<file path="src/hdl/keypad_password_change_fsm_unit_macros.svh">
// Assertion macros shared by the keypad password-change unit.
`ifndef KEYPAD_PASSWORD_CHANGE_FSM_UNIT_MACROS_SVH
`define KEYPAD_PASSWORD_CHANGE_FSM_UNIT_MACROS_SVH

`ifndef SYNTHESIS
// Same-cycle implication, checked out of reset
`define KPC_ASSERT_IMP(lbl, clk, rst_n, ante, cons) \
  lbl: assert property (@(posedge clk) disable iff (!rst_n) (ante) |-> (cons)) \
    else $error("kpc assertion failed");
// Next-cycle implication, checked out of reset
`define KPC_ASSERT_NXT(lbl, clk, rst_n, ante, cons) \
  lbl: assert property (@(posedge clk) disable iff (!rst_n) (ante) |=> (cons)) \
    else $error("kpc assertion failed");
`else
`define KPC_ASSERT_IMP(lbl, clk, rst_n, ante, cons)
`define KPC_ASSERT_NXT(lbl, clk, rst_n, ante, cons)
`endif

`endif

</file>
<file path="src/hdl/kpc_pkg.sv">
// Constants and types for the keypad password-change unit.
package kpc_pkg;

  // Field widths
  localparam int unsigned KeyW      = 8;
  localparam int unsigned PwdW      = 32;
  localparam int unsigned PhaseW    = 2;
  localparam int unsigned CountW    = 3;
  localparam int unsigned CfgIdxW   = 1;
  localparam int unsigned CfgDataW  = 32;

  // Default entry length in keys
  localparam int unsigned PassLenDef = 4;

  // Register reset values
  localparam logic [KeyW-1:0] BackspaceRst = 8'd66;
  localparam logic [PwdW-1:0] InitPwdRst   = '0;

  // Configuration register indexes
  typedef enum logic [CfgIdxW-1:0] {
    REG_BACKSPACE = 1'b0,
    REG_INIT_PWD  = 1'b1
  } cfg_reg_e;

  // Event codes reported with each key
  typedef enum logic [1:0] {
    EV_NONE     = 2'd0,
    EV_WRONG    = 2'd1,
    EV_UPDATED  = 2'd2,
    EV_MISMATCH = 2'd3
  } event_e;

endpackage

</file>
<file path="src/hdl/keypad_password_change_fsm_unit.sv">
// Keypad password-change controller: top level.
// One key code per beat goes in, one result beat comes out per key: the phase
// after the key (old, new, confirm), the keys held in the current entry and an
// event code (wrong old password, password updated, mismatch). A key is
// registered on acceptance, and its result then goes to the output register;
// a new key is taken every cycle unless a waiting result is stalled, and the
// key index, entry and phase are all updated as the key advances. The output
// register lets a key be accepted while a result waits. Writing the initial
// password register also reloads the stored password unless a key advances.
`include "keypad_password_change_fsm_unit_macros.svh"

module keypad_password_change_fsm_unit
  import kpc_pkg::*;
#(
  parameter int unsigned PASS_LEN = PassLenDef
) (
  input  logic                clk_i,
  input  logic                rst_ni,
  // key channel
  input  logic                in_valid_i,
  output logic                in_stall_o,
  input  logic [KeyW-1:0]     key_code_i,
  // result channel
  output logic                out_valid_o,
  input  logic                out_stall_i,
  output logic [PhaseW-1:0]   phase_o,
  output logic [CountW-1:0]   entered_count_o,
  output logic [1:0]          event_res_o,
  // configuration write port
  input  logic                cfg_we_i,
  input  logic [CfgIdxW-1:0]  cfg_idx_i,
  input  logic [CfgDataW-1:0] cfg_data_i
);

  localparam int unsigned EntryW  = PASS_LEN * KeyW;
  localparam int unsigned IdxW    = (PASS_LEN > 1) ? $clog2(PASS_LEN) : 1;
  localparam logic [IdxW-1:0] LastIdx = IdxW'(PASS_LEN - 1);

  typedef enum logic [PhaseW-1:0] {
    PH_OLD  = 2'd0,
    PH_NEW  = 2'd1,
    PH_CONF = 2'd2
  } phase_e;

  // input stage
  logic                in_vld_q;
  logic [KeyW-1:0]     key_q;
  logic                advance;

  // configuration
  logic [KeyW-1:0]     bs_code_q;
  logic [EntryW-1:0]   init_pwd_ext;

  // state
  phase_e              phase_q, phase_d;
  logic [IdxW-1:0]     idx_q, idx_d;
  logic [EntryW-1:0]   entry_q, entry_d;
  logic [EntryW-1:0]   new_entry_q, new_entry_d;
  logic [EntryW-1:0]   stored_q, stored_d;

  // result register
  logic                out_vld_q;
  logic [PhaseW-1:0]   out_phase_q;
  logic [CountW-1:0]   out_cnt_q;
  event_e              out_event_q, event_d;

  // working values
  logic                is_bs;
  logic                entry_done;
  logic [EntryW-1:0]   entry_wr;
  logic [EntryW-1:0]   entry_bs;
  logic [IdxW-1:0]     idx_prev;

  // initial password resized to the entry width (upper keys zero)
  assign init_pwd_ext = EntryW'(cfg_data_i);

  // stage handshake
  assign advance     = in_vld_q && (!out_vld_q || !out_stall_i);
  assign in_stall_o  = in_vld_q && !advance;

  // input register and configuration registers
  always_ff @(posedge clk_i or negedge rst_ni) begin
    if (!rst_ni) begin
      in_vld_q  <= 1'b0;
      key_q     <= '0;
      bs_code_q <= BackspaceRst;
    end else begin
      if (!in_stall_o) begin
        in_vld_q <= in_valid_i;
        if (in_valid_i) begin
          key_q <= key_code_i;
        end
      end
      if (cfg_we_i && (cfg_idx_i == REG_BACKSPACE)) begin
        bs_code_q <= cfg_data_i[KeyW-1:0];
      end
    end
  end

  // entry lanes: write the key at the index, clear the lane before it
  assign idx_prev = idx_q - 1'b1;
  always_comb begin
    entry_wr = entry_q;
    entry_bs = entry_q;
    for (int i = 0; i < PASS_LEN; i++) begin
      if (idx_q == IdxW'(i)) begin
        entry_wr[i*KeyW +: KeyW] = key_q;
      end
      if (idx_prev == IdxW'(i)) begin
        entry_bs[i*KeyW +: KeyW] = '0;
      end
    end
  end

  assign is_bs      = (key_q == bs_code_q);
  assign entry_done = !is_bs && (idx_q == LastIdx);

  // next state for one key
  always_comb begin
    phase_d     = phase_q;
    idx_d       = idx_q;
    entry_d     = entry_q;
    new_entry_d = new_entry_q;
    stored_d    = stored_q;
    event_d     = EV_NONE;
    if (is_bs) begin
      if (idx_q != '0) begin
        idx_d   = idx_prev;
        entry_d = entry_bs;
      end
    end else if (!entry_done) begin
      idx_d   = idx_q + 1'b1;
      entry_d = entry_wr;
    end else begin
      idx_d   = '0;
      entry_d = '0;
      case (phase_q)
        PH_NEW: begin
          new_entry_d = entry_wr;
          phase_d     = PH_CONF;
        end
        PH_CONF: begin
          phase_d = PH_OLD;
          if (entry_wr == new_entry_q) begin
            stored_d = new_entry_q;
            event_d  = EV_UPDATED;
          end else begin
            event_d = EV_MISMATCH;
          end
        end
        default: begin
          // old phase; an unreachable code is treated the same
          if (entry_wr == stored_q) begin
            phase_d = PH_NEW;
          end else begin
            phase_d = PH_OLD;
            event_d = EV_WRONG;
          end
        end
      endcase
    end
  end

  // state and result register
  always_ff @(posedge clk_i or negedge rst_ni) begin
    if (!rst_ni) begin
      phase_q     <= PH_OLD;
      idx_q       <= '0;
      entry_q     <= '0;
      new_entry_q <= '0;
      stored_q    <= EntryW'(InitPwdRst);
      out_vld_q   <= 1'b0;
      out_phase_q <= '0;
      out_cnt_q   <= '0;
      out_event_q <= EV_NONE;
    end else begin
      if (advance) begin
        phase_q     <= phase_d;
        idx_q       <= idx_d;
        entry_q     <= entry_d;
        new_entry_q <= new_entry_d;
        stored_q    <= stored_d;
        out_vld_q   <= 1'b1;
        out_phase_q <= phase_d;
        out_cnt_q   <= CountW'(idx_d);
        out_event_q <= event_d;
      end else begin
        if (!out_stall_i) begin
          out_vld_q <= 1'b0;
        end
        // writing the initial password reloads the stored one (only while no key advances)
        if (cfg_we_i && (cfg_idx_i == REG_INIT_PWD)) begin
          stored_q <= init_pwd_ext;
        end
      end
    end
  end

  // outputs
  assign out_valid_o     = out_vld_q;
  assign phase_o         = out_phase_q;
  assign entered_count_o = out_cnt_q;
  assign event_res_o     = out_event_q;

  // a reported event always closes an entry and lands in the old phase
  `KPC_ASSERT_IMP(a_event_closes_entry, clk_i, rst_ni,
    out_vld_q && (out_event_q != EV_NONE),
    (out_cnt_q == '0) && (out_phase_q == PH_OLD))
  // the input stage only stalls while holding a key
  `KPC_ASSERT_IMP(a_stall_needs_key, clk_i, rst_ni, in_stall_o, in_vld_q)
  // an update event installs the confirmed new password
  `KPC_ASSERT_NXT(a_update_installs, clk_i, rst_ni,
    advance && (event_d == EV_UPDATED), stored_q == $past(new_entry_q))
  // the phase register never leaves the three legal phases
  `KPC_ASSERT_IMP(a_phase_legal, clk_i, rst_ni, out_vld_q,
    (out_phase_q == PH_OLD) || (out_phase_q == PH_NEW) || (out_phase_q == PH_CONF))

endmodule
</file>
<file path="config.mk">
export PLATFORM = sky130hd
export DESIGN_NAME = keypad_password_change_fsm_unit
export DESIGN_NICKNAME = d
export VERILOG_FILES = /design/src/hdl/kpc_pkg.sv /design/src/hdl/keypad_password_change_fsm_unit.sv
export VERILOG_INCLUDE_DIRS = /design/src /design/src/hdl
export SDC_FILE = /design/constraint.sdc
export NUM_CORES = 1
export LEC_CHECK = 0
export BUFFER_PORTS_ARGS = -buffer_cell sky130_fd_sc_hd__buf_4
export CAP_MARGIN = 15
export CORE_UTILIZATION = 54
export CTS_BUF_LIST = sky130_fd_sc_hd__clkbuf_4 sky130_fd_sc_hd__clkbuf_8 sky130_fd_sc_hd__clkbuf_16
export DETAILED_ROUTE_END_ITERATION = 6
export PLACE_DENSITY_LB_ADDON = 0.08
export SKIP_LAST_GASP = 1
export SLEW_MARGIN = 20
export SYNTH_ARGS = -nofsm -noshare
export SYNTH_HDL_FRONTEND = slang
export SYNTH_SLANG_ARGS = --single-unit
</file>
<file path="constraint.sdc">
create_clock -name clk_i -period 2.8 [get_ports clk_i]
set_clock_uncertainty 0.2 [all_clocks]
set_input_delay 0.42 -clock clk_i [delete_from_list [all_inputs] [get_ports clk_i]]
set_output_delay 0.42 -clock clk_i [all_outputs]
set_load 0.01 [all_outputs]
</file>
## Word level (Yosys, flattened, before mapping)

Index checks and enable logic that the tools add are counted.

| operators by class | value |
|---|---|
| add/sub/neg operators | 2 |
| equality and inequality tests | 21 |
| mux-type cells | 31 |
| bitwise operators | 3 |
| reduce and logical (&&, ||, !) cells | 23 |

Operators with widths:

| cell | count |
|---|---|
| $mux W32 | 9 |
| $eq A32 B32 Y1 | 2 |
| $mux W8 | 8 |
| $ne A2 B1 Y1 const B | 9 |
| $reduce_and A3 Y1 | 5 |
| $mux W2 | 7 |
| $eq A2 B2 Y1 const B | 5 |
| $eq A8 B8 Y1 | 1 |
| $pmux W2 S2 | 2 |
| $eq A2 B1 Y1 const B | 3 |
| $logic_and A1 B1 Y1 | 5 |
| $mux W1 | 5 |
| $reduce_and A5 Y1 | 1 |
| $logic_not A1 Y1 | 4 |
| $logic_not A2 Y1 | 2 |
| $reduce_and A2 Y1 | 2 |
| $reduce_and A4 Y1 | 1 |
| $reduce_bool A2 Y1 | 2 |
| $not A1 Y1 | 3 |
| $add A2 B1 Y2 const B | 1 |
| $ne A2 B2 Y1 const B | 1 |
| $sub A2 B1 Y2 const B | 1 |
| $logic_or A1 B1 Y1 | 1 |

| storage, ports and cells | value |
|---|---|
| register bits after elaboration | 120 |
| logic and storage cells | 93 |
| output and inout port bits | 9 |

## Depth between registers and ports, before layout

Gate-level depths: netlist of run 1.

| depth | value |
|---|---|
| depth in word-level cells | 8 |
| gate-level depth with buffers | 11 |
| depth with buffers taken out | 9 |

## Worst setup path before layout of run 1

OpenSTA, ideal clock, no wires.

| timing | value |
|---|---|
| path kind | register to register |
| start point | reg idx_q[1] |
| end point | reg stored_q[0] |
| arrival | 2698 ps |
| period minus slack after synthesis | 3023 ps |
| path slack | -223 ps |
| cell stages (with the launch flop) | 12 |
| cells stage by stage | dfrtp_1 inv_1 ha_1 buf_6 mux2i_2 xnor2_1 nor4_1 nand4_1 or2_4 o21ai_4 buf_12 mux2_4 |

| between the ends | value |
|---|---|
| longest elaborated chain between the ends | 5 |
| elaborated cells between the ends (all ways) | 13 |
| those cells by class | eq/ne: 6; mux: 4; reduce/logical: 3 |

RTL lines:

| item | RTL line | RTL |
|---|---|---|
| start: declaration | keypad_password_change_fsm_unit.sv:56 | `logic [IdxW-1:0] idx_q, idx_d;` |
| start signal: assignment | keypad_password_change_fsm_unit.sv:179 | `idx_q <= idx_d;` |
| $eq A2 B1 Y1, or another cell as far along | keypad_password_change_fsm_unit.sv:106 | `if (idx_q == IdxW'(i)) begin` |
| $mux W8 | keypad_password_change_fsm_unit.sv:106 |  |
| $eq A32 B32 Y1 | keypad_password_change_fsm_unit.sv:144 | `if (entry_wr == new_entry_q) begin` |
| $ne A2 B1 Y1 (no source line) | - |  |
| $reduce_and A5 Y1 (no source line) * | - |  |
| end signal: assignment | keypad_password_change_fsm_unit.sv:171 | `stored_q <= EntryW'(InitPwdRst);` |
| end signal: assignment | keypad_password_change_fsm_unit.sv:182 | `stored_q <= stored_d;` |
| end signal: assignment | keypad_password_change_fsm_unit.sv:193 | `stored_q <= init_pwd_ext;` |
| end: declaration | keypad_password_change_fsm_unit.sv:59 | `logic [EntryW-1:0] stored_q, stored_d;` |

Mark *: on every way between the ends. The rest lies on a longest branch, timed or not.
A chain may end at the register's enable or synchronous reset.

## Final worst setup path of run 1

Ends and elaborated chain as after synthesis.

==> results of run 1 <==
sequential cells by signal (all words and copies together) (netlist names):
register,count
entry_q,32
new_entry_q,32
stored_q,32
bs_code_q,8
key_q,8
event_res_o,2
idx_q,2
phase_o,2
in_vld_q,1
out_valid_o,1
cell usage after synthesis:
master    count
conb_1        1
nor4_2        1
and2_1        2
nor2_1       35
buf_1         4
nand2b_1      4
clkbuf_1     11
nor3_1        4
or2_4         1
nand2_1     118
dfstp_2       2
mux2_4       30
buf_12        3
mux2_2       18
dfrtp_1     118
nand3_1       4
xnor2_1      71
a32o_1        8
o21ai_0       6
nand4_1       5
buf_6         4
ha_1          9
nor4_1       14
buf_4         1
nor2b_1       8
a21oi_1      34
a22o_1        6
o22ai_1       2
o21ai_1       1
o21ai_4       1
mux2i_1      23
o211ai_1      3
buf_2         9
inv_1         8
o31a_1        1
mux2i_2      10
o31ai_1      11
xor2_1        1
layout make-up:
type	count	area (um2)	area share, %
timing repair buffer	163	1430	16.6
inverter	8	35.0	0.405
tap	143	179	2.07
sequential	120	3010	34.8
clock buffer	23	495	5.73
multi-input combinational	432	3400	39.3
clock inverter	8	95.1	1.10
timing repair:
item	in CTS	in global routing
buffers inserted	18	5
resized for setup	10	22
hold buffers	2	0
pin swaps	4	8
endpoints found under the hold margin	51	0
setup endpoints to repair	34	75
gates cloned	1	3
power groups by stage:
stage / Combinational (uW) / Sequential, uW / Clock [uW]
after floorplan: 2750 / 2820 / 0
after global placement: 4090 / 2940 / 0
after detailed placement: 4160 / 2970 / 0
after CTS: 4470 / 2970 / 2200
after global routing: 5010 / 3060 / 2290
final: 4690 / 2990 / 2180
per-stage QoR:
stage / util (%) / hold WS (ns) / cells / cell area, um2 / setup TNS, ns
after detailed placement: 66.9 / 0.272 / 841 / 7630 / -14.26
final: 75.7 / 0.0378 / 897 / 8650 / -15.31
after global placement: 66.9 / 0.260 / 841 / 7630 / -11.87
after CTS: 74.2 / 0.0264 / 893 / 8470 / -12.55
after floorplan: - / -0.0756 / 592 / 6550 / -2.77
after global routing: 75.7 / 0.0312 / 897 / 8650 / -18.55
logic make-up after synthesis:
group / synth area share [%]
adder cells (fa/ha/maj): 1.78
AND/OR/NAND/NOR: 13.3
AO/OA/AOI/OAI: 7.58
flip-flops: 47.4
XOR/XNOR: 9.95
multiplexers: 16.1
other: 0.0591
buffers and inverters: 3.85
routing by layer:
layer / vias to the layer above / track usage (%) / wire length (um)
li1: 2311 / - / -
met1: 2499 / 41.3 / 7780
met2: 156 / 50.9 / 8910
met3: 21 / 10.1 / 1060
met4: 0 / 11.1 / 328
met5: - / 0 / 0
final timing paths:
kind	end	slack, ns	cells past startpoint
min reg2reg	entry_q[10]	0.28	2
min in group asynchronous	entry_q[8]	0.41	2
max	stored_q[0]	-0.49	13
max reg2reg	stored_q[0]	-0.49	13
min	key_q[0]	0.04	2
max in group asynchronous	bs_code_q[6]	1.23	3
critical path: stages (launching register included):
cell and delay (ns):
dfrtp_2 0.44, buf_4 0.16, ha_4 0.20, buf_4 0.15, mux2i_1 0.28, xnor2_1 0.18, nor4_2 0.19, buf_4 0.17
nand4_1 0.11, or2_4 0.30, o21ai_4 0.18, buf_4 0.18, buf_8 0.13, mux2_4 0.30
==> summary.txt, run 1 <==
Logic synthesis
  • Main area contributors after synthesis: dfrtp_1 (47%), xnor2_1 (9.8%), mux2_4 (7.1%)
  • Register area share after synthesis: a little under half
  • Dominant cell type by area after synthesis: dfrtp_1
  • Mapped Cells: 592
  • Synth Warn #: 0
  • Number of synthesized register bits: 120
  • Cell Area, Synth: 6340 um2
  • Unique masters post-synth: 38
  • Synth top area share: between 40 and 50%
  • Syn Nets: between 600 and 700
  • Synthesized area per cell: 10.7 um2

Final layout
  • Fillers: approximately 790
  • Area Growth Syn to Fin: 36.4%
  • Fraction of layout cells with a size suffix above 1: 38.2%
  • Commonest non-fill, non-tap cells in the layout: buf_4 (141), nand2_1 (118), dfrtp_1 (115)
  • Commonest non-fill, non-tap cell in the layout: buf_4
  • # diodes: 0
  • Final #Nets: 797

STA
  • Minimum clock period after layout: 3.29 ns
  • Slack of the critical path: -0.494 ns
  • RSZ-0062 raised after global routing: true
  • Crit share post-route: 118%
  • Max-slew violation count: 0
  • Final setup violating endpoints: 33
  • Rel. slew slack: about half
  • Slew at the pin with the worst max-slew slack: 0.726 ns
  • Hold Fails Final Rpt: 0
  • Max Fclk: about 300 MHz

Min path
  • Worst hold start: key_code_i[0]
  • Min-delay worst type: in2reg

Global route
  • Total Routing Usage GR: about a third
  • Grt total ovfl: 0
  • Largest net degree at the start of global routing: between 60 and 70
  • Vias in the first global route: 5022
  • First-pass GRT wire length: 27700 um
  • Antenna violations before repair: 0

Detailed routing
  • TritonRoute pass-1 iters: 5
  • Initial DRC Count: 336
  • Via density: 5.56
  • DRT antenna net count: 0
  • DR vias: approximately 5000
  • Routed wire length: between 15000 and 20000 um
  • DR WL/cell: about 20 um
  • DRC: 0

Setup path
  • CP Max Fanout: 7
  • Worst setup path startpoint: idx_q[1]
  • CP Class: reg2reg
  • Crit path launch type: flip-flop
  • Nature of the critical path endpoint: flip-flop
  • Arrival time worst endpoint: 3.39 ns
  • WP data required: between 2 and 3 ns
  • R2r startpoint: idx_q[1]

Pwr
  • Seq pwr share: 30.3%
  • Switching Fraction: a little over a third
  • Switching power: ~3500 uW
  • Max VDD drop: between 0.8 and 0.9 mV
  • P per Cell Area: approximately 1100 nW/um2
  • Power share of the clock group: 22.1%
  • LEAKAGE: slightly below 0.004 uW
  • Cell-internal power: approximately 6300 uW
  • Tot Pwr: slightly below 10000 uW
  • Combinational share of power: a little under half

Placement
  • Post-DP HPWL: about 12000 um
  • Setup WS pre-CTS: -0.484 ns
  • Buffers on Ports: 53
  • GP Congestion: 0.874

Clock tree
  • Worst skew pair latency: ~0.42 ns
  • CTS sink count: 120
  • H-tree levels: 4
  • Clock tree root driver cell: clkbuf_16
  • TritonCTS Buffers: 17
  • Clock-pin slew on the worst setup and hold paths: ~0.050 ns
  • Deepest clock path buffer count: 2
  • CTS tree: done

Floorplanning
  • # rows: 39
  • Core area: 11400 um2
  • Chip Width: 110 um
  • Die area: 12200 um2
  • Die Y-Extent: 110 um
  • Io pins: 55
  • Initial Utilization: 55.5%

Status
  • Outcome: finished, violations left
  • Violated checks: negative setup slack

Job
  • Max_cap viols: 0
(Power assumes the default switching activity.)
==> inputs of run 2 (changes only) <==
--- a/config.mk
+++ b/config.mk
@@ -6,12 +6,13 @@
 export SDC_FILE = /design/constraint.sdc
 export NUM_CORES = 1
 export LEC_CHECK = 0
+export ABC_AREA = 0
 export BUFFER_PORTS_ARGS = -buffer_cell sky130_fd_sc_hd__buf_4
 export CAP_MARGIN = 15
-export CORE_UTILIZATION = 54
+export CORE_UTILIZATION = 59
 export CTS_BUF_LIST = sky130_fd_sc_hd__clkbuf_4 sky130_fd_sc_hd__clkbuf_8 sky130_fd_sc_hd__clkbuf_16
 export DETAILED_ROUTE_END_ITERATION = 6
-export PLACE_DENSITY_LB_ADDON = 0.08
+export PLACE_DENSITY_LB_ADDON = 0.15
 export SKIP_LAST_GASP = 1
 export SLEW_MARGIN = 20
 export SYNTH_ARGS = -nofsm -noshare
==> constraint.sdc (replaced) <==
create_clock -name clk_i -period 3.31 [get_ports clk_i]
set_clock_uncertainty 0.2 [all_clocks]
set_input_delay 0.4965 -clock clk_i [delete_from_list [all_inputs] [get_ports clk_i]]
set_output_delay 0.4965 -clock clk_i [all_outputs]
set_load 0.01 [all_outputs]
==> run 2 against run 1 <==
Effect of this change:
- the flow now finishes without violations
- largest cell class unchanged
- worst setup slack better by 0.52 ns
- global-route usage is 1.3 points higher
- critical path depth is 3 lower
- hold slack worse by 0.025 ns
- sequential power is 14% lower
- combinational power is 24% lower
- maximum frequency is 0.42% higher
- die area is 8.3% lower
==> summary.txt, run 2 (synthesis gave the netlist of run 1 again) <==
Status
  • Outcome: finished, final reports clean

Final layout
  • Final Instance Count excl. Fillers: 858
  • Area Growth Syn to Fin: 30.3%
  • Fraction of layout cells with a size suffix above 1: around a third
  • Final #Nets: ~760
  • Register area: 3010 um2
  • # diodes: 0
  • Commonest non-fill, non-tap cell in the layout: nand2_1
  • Post-route cell area: 8260 um2
  • Commonest non-fill, non-tap cells in the layout: nand2_1 (118), dfrtp_1 (116), buf_4 (104)
  • Largest regs: entry_q (32), new_entry_q (32), stored_q (32)
  • Area occupied by multi-input gates: 3280 um2
  • Fillers: roughly 640

STA
  • Slew at the pin with the worst max-slew slack: just over 0.7 ns
  • Crit share post-route: between 90 and 100%
  • Final setup violating endpoints: 0
  • Max-slew violation count: 0
  • Rel. slew slack: 53.1%
  • Max Fclk: 305 MHz
  • Hold Fails Final Rpt: 0
  • Minimum clock period after layout: approximately 3.3 ns

Setup path
  • Nature of the critical path endpoint: flip-flop
  • Crit path launch type: flip-flop
  • WP data required: around 3.5 ns
  • Critical Path, Cell by Cell: inv_4 -> ha_1 -> mux2i_1 -> xnor2_1 -> nor4_1 -> nand4_1 -> or2_4 -> o21ai_4 -> clkbuf_16 -> mux2_4
  • Arrival time worst endpoint: between 3 and 4 ns
  • FF-to-FF path depth: 10
  • CP Max Fanout: 6
  • R2r setup slk: between 0.03 and 0.04 ns
  • R2r startpoint: idx_q[1]
  • Crit path largest cell delay: approximately 0.45 ns
  • CP Class: reg2reg
  • Reg2reg end: stored_q[24]
  • Crit-path slowest cell: dfrtp_2

Detailed routing
  • Routed wire length: roughly 18000 um
  • Via density: 5.79
  • DR vias: around 5000
  • TritonRoute pass-1 iters: 5
  • DR WL/cell: between 20 and 25 um
  • Initial DRC Count: 330
  • DRT antenna net count: 0
  • DRC: 0

Clock tree
  • TritonCTS Buffers: 17
  • Clock tree root driver cell: clkbuf_8
  • CTS sink count: 120
  • Deepest clock path buffer count: 2
  • H-tree levels: 4
  • Clock-pin slew on the worst setup and hold paths: approximately 0.060 ns
  • Worst skew pair latency: roughly 0.54 ns
  • CTS tree: done

Floorplanning
  • Die Y-Extent: approximately 110 um
  • Die area: about 11000 um2
  • # rows: 37
  • Initial Utilization: just over 60%
  • Core area: just over 10000 um2
  • Chip Width: about 110 um
  • Io pins: between 50 and 60

Placement
  • Placed Area: approximately 7200 um2
  • Buffers on Ports: between 50 and 60
  • Post-DP HPWL: between 10000 and 15000 um
  • Placed cell count: about 800
  • GP Congestion: between 0.9 and 1

Global route
  • Vias in the first global route: between 5000 and 6000
  • Grt total ovfl: 0
  • First-pass GRT wire length: between 20000 and 30000 um
  • Antenna violations before repair: 0
  • Largest net degree at the start of global routing: 65
  • Total Routing Usage GR: 33.3%

Pwr
  • P per Cell Area: approximately 990 nW/um2
  • Power share of the clock group: approximately a quarter
  • Cell-internal power: 5220 uW
  • Switching power: slightly below 3000 uW
  • Max VDD drop: between 0.5 and 0.6 mV
  • Seq pwr share: a little under a third
  • LEAKAGE: 0.00373 uW
  • Switching Fraction: 35.8%
  • Combinational share of power: 44.0%

Job
  • Max_cap viols: 0

Min path
  • Hold Crit Depth: 2
  • Worst hold endpoint: bs_code_q[4]
  • Worst hold start: cfg_data_i[4]
  • Min-delay worst type: in2reg
==> run 2: cell count changes in the layout (fill, tap and decap cells not counted), sizes merged <==
cell / before / now
dlygate4sd3: 2 / 15
clkbuf: 25 / 27
clkinvlp: 2 / 1
clkinv: 4 / 2
buf: 159 / 113
bufinv: 2 / 4
==> run 2: worst max-delay path by stage <==
| stage | start | to | slack [ns] | cells past startpoint |
|---|---|---|---|---|
| after global placement | idx_q[1] | stored_q[13] | -0.13 | 11 |
| after global routing | idx_q[0] | stored_q[15] | -0.06 | 12 |
| after CTS | idx_q[0] | stored_q[13] | -0.004 | 11 |
| after floorplan | idx_q[1] | stored_q[0] | 0.29 | 11 |
| final | idx_q[1] | stored_q[24] | 0.03 | 10 |
| after detailed placement | idx_q[1] | stored_q[13] | -0.10 | 11 |
==> run 2: worst max-delay path, delay by kind of cell, from the launching register on <==
family	cells	cell delay [ns]
AOI/OAI and AO/OA	1	0.31
adders and majority gates	1	0.18
buffers and inverters	2	0.35
muxes	2	0.72
DFF	1	0.45
xor gates and xnor gates	1	0.20
and+or+nand+nor	3	0.75
==> run 2: metrics by stage <==
step	power [uW]	setup slack [ns]	setup TNS (ns)	hold WS [ns]	utilization, %
6_report	8140	0.0301	0	0.0130	79.6
5_1_grt	8490	-0.0631	-1.47	0.00220	79.6
4_1_cts	7700	-0.00431	-0.00579	0.00114	76.8
3_5_place_dp	5620	-0.101	-2.38	0.276	69.0
3_3_place_gp	5520	-0.127	-3.10	0.262	69.0
2_1_floorplan	4410	0.287	0	0.000909	-
==> run 2: repair_timing <==
item | CTS | global route
setup buffers | 0 | 5
pin swaps | 0 | 10
gates resized for setup | 4 | 35
endpoints found under the setup margin | 32 | 32
endpoints found under the hold margin | 63 | 0
cloned | 0 | 3
hold buffers | 15 | 0
==> run 2: power by group through the flow <==
| stage | clock network, uW | logic (uW) | registers, uW |
|---|---|---|---|
| detailed placement | 0 | 3120 | 2500 |
| finish | 2000 | 3580 | 2560 |
| global route | 2080 | 3810 | 2600 |
| global placement | 0 | 3050 | 2470 |
| floorplan | 0 | 2070 | 2330 |
| CTS | 2020 | 3190 | 2490 |
==> run 2: area by class of cell <==
class,count,area share (%)
multi-input cells,432,39.7
well taps,136,2.06
repair buffers,130,13.7
inverters,8,0.394
flip-flops and latches,120,36.4
clock inverters,7,1.67
clock buffers,25,6.12
==> run 2: routing by layer <==
metal	wire length, um	global-route usage (%)	vias to the layer above
met3	1260	8.04	48
li1	-	-	2248
met2	9000	54.8	214
met4	593	14.7	0
met1	7210	41.8	2458
met5	0	0	-
==> inputs of run 3 (changes only) <==
--- a/config.mk
+++ b/config.mk
@@ -12,6 +12,7 @@
 export CORE_UTILIZATION = 59
 export CTS_BUF_LIST = sky130_fd_sc_hd__clkbuf_4 sky130_fd_sc_hd__clkbuf_8 sky130_fd_sc_hd__clkbuf_16
 export DETAILED_ROUTE_END_ITERATION = 6
+export MAX_ROUTING_LAYER = met4
 export PLACE_DENSITY_LB_ADDON = 0.15
 export SKIP_LAST_GASP = 1
 export SLEW_MARGIN = 20
==> run 3 against run 2 <==
Effect of this change:
- critical path depth unchanged
- register-to-register slack worse by 0.02 ns
- largest power group unchanged
- first-iteration DRC count up 15%
- wire length about the same
- worst setup slack worse by 0.021 ns
- cell count unchanged
- clock power about the same
- highest routed layer unchanged
- die area unchanged
==> summary.txt, run 3 (synthesis gave the netlist of run 1 again) <==
Global route
  • Antenna violations before repair: 0
  • First-pass GRT wire length: 27100 um
  • Vias in the first global route: about 5000
  • Largest net degree at the start of global routing: 65
  • Grt total ovfl: 0
  • Total Routing Usage GR: around a third

Pwr
  • Tot Pwr: approximately 8000 uW
  • LEAKAGE: 0.00373 uW
  • P per Cell Area: a little under 1000 nW/um2
  • Max VDD drop: approximately 0.59 mV

Placement
  • Placed cell count: around 800
  • Post-DP HPWL: 11700 um
  • Buffers on Ports: 53
  • GP Congestion: ~0.93
  • Placed Area: between 7000 and 8000 um2

Final layout
  • Post-route cell area: between 8000 and 9000 um2
  • Final #Nets: 764
  • Area Growth Syn to Fin: 30.3%
  • Area occupied by multi-input gates: roughly 3300 um2
  • Fillers: 639
  • Largest regs: entry_q (32), new_entry_q (32), stored_q (32)
  • Fraction of layout cells with a size suffix above 1: 32.4%
  • Final Instance Count excl. Fillers: 858
  • Commonest non-fill, non-tap cell in the layout: nand2_1
  • Commonest non-fill, non-tap cells in the layout: nand2_1 (118), dfrtp_1 (116), buf_4 (104)
  • # diodes: 0
  • Register area: roughly 3000 um2

Detailed routing
  • Initial DRC Count: about 380
  • Via density: about 6
  • DR vias: between 5000 and 6000
  • DRC: 0
  • Routed wire length: between 15000 and 20000 um
  • DRT antenna net count: 0
  • TritonRoute pass-1 iters: 5
  • DR WL/cell: around 21 um

Setup path
  • CP Max Fanout: 6
  • CP Class: reg2reg
  • R2r setup slk: ~0.0096 ns
  • Crit path launch type: flip-flop
  • WP data required: about 3.5 ns
  • Nature of the critical path endpoint: flip-flop
  • Arrival time worst endpoint: about 3.5 ns

Clock tree
  • Clock tree root driver cell: clkbuf_8
  • H-tree levels: 4
  • Clock-pin slew on the worst setup and hold paths: around 0.06 ns
  • CTS sink count: 120
  • Deepest clock path buffer count: 2
  • CTS tree: done
  • Worst skew pair latency: 0.54 ns
  • TritonCTS Buffers: 17

STA
  • Rel. slew slack: roughly 53%
  • Max Fclk: 303 MHz
  • Final setup violating endpoints: 0
  • Max-slew violation count: 0
  • Crit share post-route: between 90 and 100%
  • Minimum clock period after layout: 3.30 ns
  • Hold Fails Final Rpt: 0
  • Slew at the pin with the worst max-slew slack: about 0.71 ns

Floorplanning
  • Die Y-Extent: 106 um
  • Io pins: 55
  • Initial Utilization: approximately 60%
  • Die area: between 10000 and 15000 um2
  • Core area: just over 10000 um2
  • # rows: 37
  • Chip Width: between 100 and 150 um

Job
  • Max_cap viols: 0

Min path
  • Min-delay worst type: in2reg

Status
  • Outcome: finished, final reports clean
-- run 3: cell counts in the layout (fill, tap and decap cells not counted) --
No cell type changed its count.
-- run 3: area by class of cell --
cell class	count	share of cell area [%]
Clock buffer	25	6.12
Clock inverter	7	1.67
Inverter	8	0.394
Multi-Input combinational cell	432	39.7
Sequential cell	120	36.4
Tap cell	136	2.06
Timing Repair Buffer	130	13.7
-- run 3: worst paths after layout --
path                               start               to  cells past startpoint
min reg2reg                  entry_q[13]      entry_q[13]                      2
min in group asynchronous         rst_ni  new_entry_q[23]                      2
max                             idx_q[1]     stored_q[28]                     10
max reg2reg                     idx_q[1]     stored_q[28]                     10
max in group asynchronous         rst_ni         idx_q[0]                      3
min                        cfg_data_i[4]     bs_code_q[4]                      2
-- run 3: layer usage --
layer  up-vias  track usage, %  routed length (um)  share of wire, %
li1       2254               -                   -                 -
met1      2477            42.0                7060                39
met2       243            54.6                8970                50
met3        56            7.48                1450               8.0
met4         0            15.5                 581               3.2
met5         -               -                   0                 0
-- run 3: repair_timing --
item | CTS | global route
pin swaps | 0 | 10
setup endpoints to repair | 32 | 32
resized for setup | 4 | 35
cloned | 0 | 3
hold buffers | 15 | 0
setup buffers | 0 | 5
endpoints found under the hold margin | 63 | 0
-- run 3: through the flow --
| step | hold WS (ns) | utilization [%] | setup slack [ns] | TNS [ns] |
|---|---|---|---|---|
| 6_report | 0.0127 | 79.6 | 0.00959 | 0 |
| 5_1_grt | 0.00145 | 79.6 | -0.0628 | -1.47 |
| 4_1_cts | 0.00114 | 76.8 | -0.00431 | -0.00579 |
| 3_5_place_dp | 0.276 | 69.0 | -0.101 | -2.38 |
| 3_3_place_gp | 0.262 | 69.0 | -0.127 | -3.10 |
| 2_1_floorplan | 0.000909 | - | 0.287 | 0 |
-- run 3: critical path, cell delays in order, from the launching register on --
cell       delay, ns
dfrtp_2         0.45
inv_4           0.11
ha_1            0.19
mux2i_1         0.43
xnor2_1         0.20
nor4_1          0.32
nand4_1         0.12
or2_4           0.29
o21ai_4         0.32
clkbuf_16       0.24
mux2_4          0.30
-- run 3: where the power goes --
group	leakage (uW)	internal (uW)	total [uW]	switching, uW
clock	0.000319	1350	2000	655
combinational	0.00190	1890	3590	1690
sequential	0.00151	1980	2560	575
total	0.00373	5220	8150	2920
